[src/design/dodl_pkg.sv]
package dodl_pkg;

  // Defaults for the top-level parameters.
  localparam int DEF_CAPACITY = 64;
  localparam int DEF_ID_BITS  = 32;

  // Fixed field widths of the request and result items.
  localparam int REQ_W    = 2;
  localparam int OBJ_ID_W = 32;
  localparam int KEY_W    = 32;
  localparam int TAG_W    = 32;
  localparam int RANK_W   = 6;
  localparam int STATUS_W = 2;
  localparam int COUNT_W  = 7;

  // Tag given to every insert made in multi-depth mode.
  localparam logic [TAG_W-1:0] MULTI_TAG = 32'd999999;

  typedef enum logic [REQ_W-1:0] {
    REQ_INSERT = 2'd0,
    REQ_REMOVE = 2'd1,
    REQ_UPDATE = 2'd2,
    REQ_READ   = 2'd3
  } req_type_t;

  typedef enum logic [STATUS_W-1:0] {
    ST_OK        = 2'd0,
    ST_FULL      = 2'd1,
    ST_NOT_FOUND = 2'd2,
    ST_BAD_RANK  = 2'd3
  } status_t;

  // What every cell of the chain does in the current cycle.
  typedef enum logic [1:0] {
    CELL_HOLD   = 2'd0,
    CELL_INSERT = 2'd1,
    CELL_CLOSE  = 2'd2
  } cell_op_t;

  // Sort part of one list entry: depth key first, creation tag second.
  typedef struct packed {
    logic signed [KEY_W-1:0] key;
    logic [TAG_W-1:0]        tag;
  } entry_t;

  // Command broadcast to all cells.
  typedef struct packed {
    cell_op_t op;
    logic     or_equal;
    entry_t   ent;
  } cell_cmd_t;

endpackage

[src/design/dodl_cell.sv]
// One slot of the sorted list. It compares its entry against the broadcast
// entry and, on an insert or a close, takes data from its left or right neighbor.
module dodl_cell #(
  parameter int ID_BITS = dodl_pkg::DEF_ID_BITS
) (
  input  logic                 clk,
  input  logic                 valid_i,
  input  dodl_pkg::cell_cmd_t  cmd_i,
  input  logic [ID_BITS-1:0]   cmd_id_i,
  input  logic                 left_flag_i,
  input  dodl_pkg::entry_t     left_ent_i,
  input  logic [ID_BITS-1:0]   left_id_i,
  input  dodl_pkg::entry_t     right_ent_i,
  input  logic [ID_BITS-1:0]   right_id_i,
  input  logic                 close_i,
  output dodl_pkg::entry_t     ent_o,
  output logic [ID_BITS-1:0]   id_o,
  output logic                 flag_o,
  output logic                 match_o
);

  dodl_pkg::entry_t    ent_r, ent_nxt;
  logic [ID_BITS-1:0]  id_r, id_nxt;
  logic                after_new;
  logic                same_new;

  // Ordering of the held entry against the broadcast entry.
  always_comb begin
    if (ent_r.key != cmd_i.ent.key) begin
      after_new = $signed(ent_r.key) > $signed(cmd_i.ent.key);
    end else begin
      after_new = ent_r.tag > cmd_i.ent.tag;
    end
    same_new = (ent_r.key == cmd_i.ent.key) && (ent_r.tag == cmd_i.ent.tag);
    // An empty slot counts as after anything, so the flags rise once along the chain.
    flag_o   = !valid_i || after_new || (cmd_i.or_equal && same_new);
    match_o  = valid_i && (id_r == cmd_id_i);
  end

  // Shift right behind the insert point, or left behind the removed slot.
  always_comb begin
    ent_nxt = ent_r;
    id_nxt  = id_r;
    case (cmd_i.op)
      dodl_pkg::CELL_INSERT: begin
        if (left_flag_i) begin
          ent_nxt = left_ent_i;
          id_nxt  = left_id_i;
        end else if (flag_o) begin
          ent_nxt = cmd_i.ent;
          id_nxt  = cmd_id_i;
        end
      end
      dodl_pkg::CELL_CLOSE: begin
        if (close_i) begin
          ent_nxt = right_ent_i;
          id_nxt  = right_id_i;
        end
      end
      default: begin
        ent_nxt = ent_r;
        id_nxt  = id_r;
      end
    endcase
  end

  always_ff @(posedge clk) begin
    ent_r <= ent_nxt;
    id_r  <= id_nxt;
  end

  assign ent_o = ent_r;
  assign id_o  = id_r;

endmodule

[config.mk]
export PLATFORM = sky130hd
export DESIGN_NAME = dodl_cell
export DESIGN_NICKNAME = d
export VERILOG_FILES = /design/src/design/dodl_pkg.sv /design/src/design/dodl_cell.sv
export SDC_FILE = /design/constraint.sdc
export NUM_CORES = 1
export LEC_CHECK = 0
export BUFFER_PORTS_ARGS = -buffer_cell sky130_fd_sc_hd__buf_2
export CAP_MARGIN = 20
export CORE_AREA = 2 2 151 153
export DETAILED_ROUTE_END_ITERATION = 8
export DIE_AREA = 0 0 153 155
export PLACE_DENSITY = 0.66
export SYNTH_ARGS = -nofsm -noshare
export SYNTH_HDL_FRONTEND = slang
export SYNTH_SLANG_ARGS = --single-unit
[constraint.sdc]
create_clock -name clk -period 4.5 [get_ports clk]
set_input_delay 0.45 -clock clk [delete_from_list [all_inputs] [get_ports clk]]
set_output_delay 0.45 -clock clk [all_outputs]
set_load 0.02 [all_outputs]
### Word-level counts from Yosys, hierarchy flattened

Index checks and enable logic that the tools add are counted.

* bits in latches: 0
* memories: 0
* ROM bits: 0
* bits of input ports: 295
* output and inout bits: 98
* bits in writable memories: 0
* register bits after elaboration: 96
* logic and storage cells: 30

* add/subtract/negate cells: 0
* shift operators: 0
* equal/unequal tests: 8
* bitwise gates (word level): 0
* magnitude comparators: 2
* reduce and logical (&&, ||, !) cells: 8
* div/mod/pow operators: 0
* multipliers: 0
* multiplexer cells: 9

Operator list (number)
* $mux 64: 3
* $pmux 64 s2: 1
* $eq 32x32->1: 3
* $mux 32: 3
* $gt 32x32->1: 2
* $pmux 32 s2: 1
* $ne 32x32->1: 1
* $logic_and 1x1->1: 3
* $ne 3x3->1 const B: 1
* $reduce_and 3->1: 1
* $eq 2x1->1 const B: 1
* $eq 2x2->1 const B: 1
* $logic_or 1x1->1: 2
* $ne 2x2->1 const B: 1
* $reduce_bool 2->1: 1
* $logic_not 1->1: 1
* $mux 1: 1

### Depth between registers and ports, before layout

* depth in word-level cells: 7
* depth in mapped cells: 9
* mapped depth without buffers: 9

### Least setup slack after synthesis

Ideal clock, no wire load.

* path kind: reg-to-reg
* from: register ent_r (netlist bit ent_o[33])
* to: register ent_r (netlist bit ent_o[0]) (enable)
* setup slack: -0.205 ns
* stages on the path, launching flop included: 9
* data required time: 4.028 ns
* arrival: 4.234 ns
* path buffers: 0
* cell sequence: edfxtp_1 ha_1 nor2b_1 o211ai_1 a2111o_1 o211ai_1 a21oi_1 o2bb2ai_2 o31a_1

* word-level cells in the longest chain between the ends: 6

Ends and longest elaborated chain
* from (decl): line dodl_cell.sv:22 `dodl_pkg::entry_t ent_r, ent_nxt;`
* from (signal assigned): line dodl_cell.sv:68 `ent_r <= ent_nxt;`
* $gt 32x32->1 (tied with other cells): line dodl_cell.sv:30 `after_new = $signed(ent_r.key) > $signed(cmd_i.ent.key);`
* $mux 1 / $logic_and 1x1->1 (equally long branches): line dodl_cell.sv:29, dodl_cell.sv:34
* $logic_or 1x1->1 / $logic_and 1x1->1 (equally long branches): line dodl_cell.sv:36 `flag_o = !valid_i || after_new || (cmd_i.or_equal && same_new);`
* $logic_or 1x1->1 (*): line dodl_cell.sv:36
* net flag_o: line dodl_cell.sv:18 `output logic flag_o,`
* $ne 3x3->1 (no source line) (*)
* $reduce_and 3->1 (no source line) (*)

The timed path passes the listed nets; every way through them passes the cells marked *.
A chain may end at the register's enable or synchronous reset.

### Worst setup path in the final report

* from: register ent_r (netlist bit ent_o[59])
* to: register ent_r (netlist bit ent_o[1]) (enable)

* word-level cells in the longest chain between the ends: 6

Ends and longest elaborated chain (line)
* $gt 32x32->1 (tied with other cells): dodl_cell.sv:30
* $mux 1 / $logic_and 1x1->1 (equally long branches): dodl_cell.sv:29, dodl_cell.sv:34
* $logic_or 1x1->1 / $logic_and 1x1->1 (equally long branches): dodl_cell.sv:36
* $logic_or 1x1->1 (*): dodl_cell.sv:36
* $ne 3x3->1 (no source line) (*)
* $reduce_and 3->1 (no source line) (*)

Mark *: on every way between the ends. The rest lies on a longest branch, timed or not.

==> results.py <==
metrics = {
    "worst_hold_path": {
        "hold_start": "right_ent_i[8]",
        "hold_end": "ent_o[8]",
        "hold_path_class": "in2reg",
        "whs_path_depth": 3,
    },
    "floorplan": {
        "die_x_um": 153,
        "start_util": 0.3082,
        "core_area_sq_um": 22230,
        "die_h_um": 155,
        "io_pins": 393,
        "rows": 55,
        "dieArea_sq_um": 23720,
    },
    "yosys": {
        "ys_seq_area_frac": 0.4208,
        "synth_commonest_cells": "109 x nand2_1, 103 x o21ai_0, 96 x edfxtp_1, 96 x mux2i_1, 67 x inv_1",
        "synthesis.nets": 1055,
        "yosysTopAreaCellShare": 0.4208,
        "ys.flop_type": "edfxtp_1",
        "synth_area_leader_cell": "edfxtp_1",
        "synth-seq-cells": 96,
        "yosysUniqueCellTypes": 36,
        "ys_async_sr_fraction": 0,
        "synth_edf_count": 96,
        "yosysWarningCount": 0,
        "yosysMostFrequentCell": "nand2_1",
        "synthTopCellsByArea": "edfxtp_1 42%, mux2i_1 14%, ha_1 12%, o21ai_0 7.5%, nand2_1 6.0%",
        "syn_inst": 696,
        "synth_area_sq_um": 6850,
        "avgSynthCellArea_sq_um": 9.842,
    },
    "drt": {
        "drtPass1Iterations": 4,
        "vias_per_cell": 4.705,
        "wl_mm": 22.15,
        "ant_nets": 0,
        "drc_errors": 0,
        "routedWlPerCell_um": 16.24,
        "initialDrtViolationCount": 361,
        "via_count": 6418,
    },
    "job": {
        "drv_cap": 0,
    },
    "timing": {
        "rsz0062_at_grt": "no",
        "fin_crit_ns": 3.401,
        "fmax_ghz": 0.2941,
        "report.final.setup_viol": 0,
        "fin_setup_tns_ns": 0,
        "final-max-slew-violation-count": 0,
        "slew_headroom": 0.5932,
        "worst_slew_pin_slew_ns": 0.6102,
        "skew_ns": 0.01342,
        "hold_viol_final": 0,
        "timing.final.crit_share": 0.7557,
        "hold_slack_ns": 0.3781,
    },
    "setup_path": {
        "r2r-start": "ent_o[59]",
        "rr_endpoint": "ent_o[1]",
        "reg2reg_slack_ns": 1.10,
        "arrival_ns": 3.43,
        "critical_path_class": "reg2reg",
        "crit_fanout": 59,
        "worst-endpoint-required_ns": 4.53,
        "cp_slowest_cell": "nor4b_1",
        "crit_family": "simple AND/OR/NAND/NOR gates",
        "critPathLaunchType": "flop",
        "path_cells": "ha_1 > nand4_1 > nor4b_1 > nand3_1 > o21ai_1 > o2bb2ai_2 > o31a_4 > buf_16 > buf_4",
        "path_buf_inv": 2,
        "cp-end-kind": "flop",
        "reg2reg_depth": 9,
        "slowest_delay_ns": 0.52,
    },
    "cts": {
        "cts_sinks": 96,
        "cts.path.max_buffers": 2,
        "holdBufCountCts": 0,
        "cts_resized": 0,
        "postCtsSetupBuffers": 0,
        "h-tree-depth": 3,
        "cts-root-buf": "clkbuf_16",
        "cts_made_buffers": 9,
        "clkLatencyLatePin_ns": 0.34,
        "path_clk_slew_ns": 0.07,
        "cts_tree": "done",
    },
    "layout": {
        "nFillCells": 2220,
        "antennaDiodeCount": 0,
        "drive_gt1_frac": 0.3892,
        "area_growth_pct": 37.70,
        "multiInputGateArea_sq_um": 3603,
        "seq_area_sq_um": 2883,
        "nets": 1433,
        "fin_cells": 1364,
    },
    "global_routing": {
        "grt_util_all_layers": 0.1809,
        "grt_overflow": 0,
        "first_global_vias": 6369,
        "antenna_found_initial": 0,
        "grt_max_degree": 81,
        "grt_pass1_wl_mm": 33.74,
    },
    "pwr": {
        "cellPowerDensity_nw_per_um2": 289.1,
        "worst_ir_drop_vdd_mv": 0.1801,
        "leakagePower_uw": 0.004650,
    },
    "place": {
        "place_congestion": 0.8845,
        "portBuffers": 392,
        "dpl.cell_count": 1347,
        "hpwl_mm": 18.30,
    },
    "status": {
        "status": "complete, no violations",
    },
}
## logic make-up (layout without fill, tap and decap cells)
family | after synthesis | after routing | share of synthesized area
xor gates and xnor gates | 32 | 32 | 0.04091
AOI/OAI and AO/OA | 150 | 150 | 0.1194
buffers and inverters | 99 | 482 | 0.05552
and+or+nand+nor | 159 | 159 | 0.1061
DFF | 96 | 96 | 0.4208
adders and majority gates | 64 | 64 | 0.1169
muxes | 96 | 96 | 0.1403
## state kept, by name, summed over array words and instances, names as in the netlist
register and cells:
ent_o 64, id_o 32
## layer usage
layer  up-vias  share of wire  global-route usage
li1       3249              -                   -
met1      2895           0.43              0.2272
met2       251           0.49              0.3190
met3        23          0.062             0.03370
met4         0          0.017             0.05115
met5         -              0                   0
## cells in the final DEF, fill, tap and decap left out, types with 3 or more instances in the layout
master / netlist / layout
buf_2: 7 / 391
nand2_1: 109 / 109
o21ai_0: 103 / 103
mux2i_1: 96 / 96
edfxtp_1: 96 / 96
inv_1: 67 / 67
ha_1: 64 / 64
xnor2_1: 28 / 28
a21oi_1: 25 / 25
nand4_1: 17 / 17
clkbuf_16: 0 / 9
nand3_1: 8 / 8
nor2_1: 7 / 7
a21o_1: 6 / 6
buf_4: 0 / 6
nor4_1: 5 / 5
xor2_1: 4 / 4
o21ai_1: 3 / 3
o211ai_1: 3 / 3
## worst min-delay path, stage by stage
cell and delay (ns):
buf_2 0.07, nand2_1 0.04, o21ai_0 0.05
## area by class of cell
type	count	area share
flip-flops and latches	96	0.3056
well taps	285	0.03780
inverters	67	0.02666
repair buffers	399	0.2163
clock inverters	6	0.007295
clock buffers	10	0.02427
multi-input cells	501	0.3820
## per-stage QoR
step	area (sq um)	worst slack [ns]	power, uW	util
floorplan	6852	0.9132	1618	-
global placement	9107	0.5714	1959	0.4097
detailed placement	9107	0.5182	1971	0.4097
CTS	9405	0.6997	2765	0.4231
global route	9433	0.7736	2881	0.4244
finish	9433	1.099	2727	0.4244
## power breakdown
group | leakage [uW] | total, uW | switching [uW] | internal [uW]
Combinational | 0.00357 | 785 | 456 | 328
Sequential | 0.000940 | 1160 | 56.7 | 1110
Clock | 0.000138 | 780 | 346 | 435
## how the worst max path moves through the flow
stage / from / to / slack (ns) / cells after the start
finish: ent_o[59] / ent_o[1] / 1.10 / 9
global route: ent_o[63] / ent_o[1] / 0.77 / 9
CTS: ent_o[63] / id_o[24] / 0.70 / 8
detailed placement: cmd_i[63] / ent_o[1] / 0.52 / 10
global placement: cmd_i[63] / ent_o[7] / 0.57 / 10
floorplan: ent_o[33] / ent_o[0] / 0.91 / 8
Note: power is estimated with default switching activity, not from simulation.
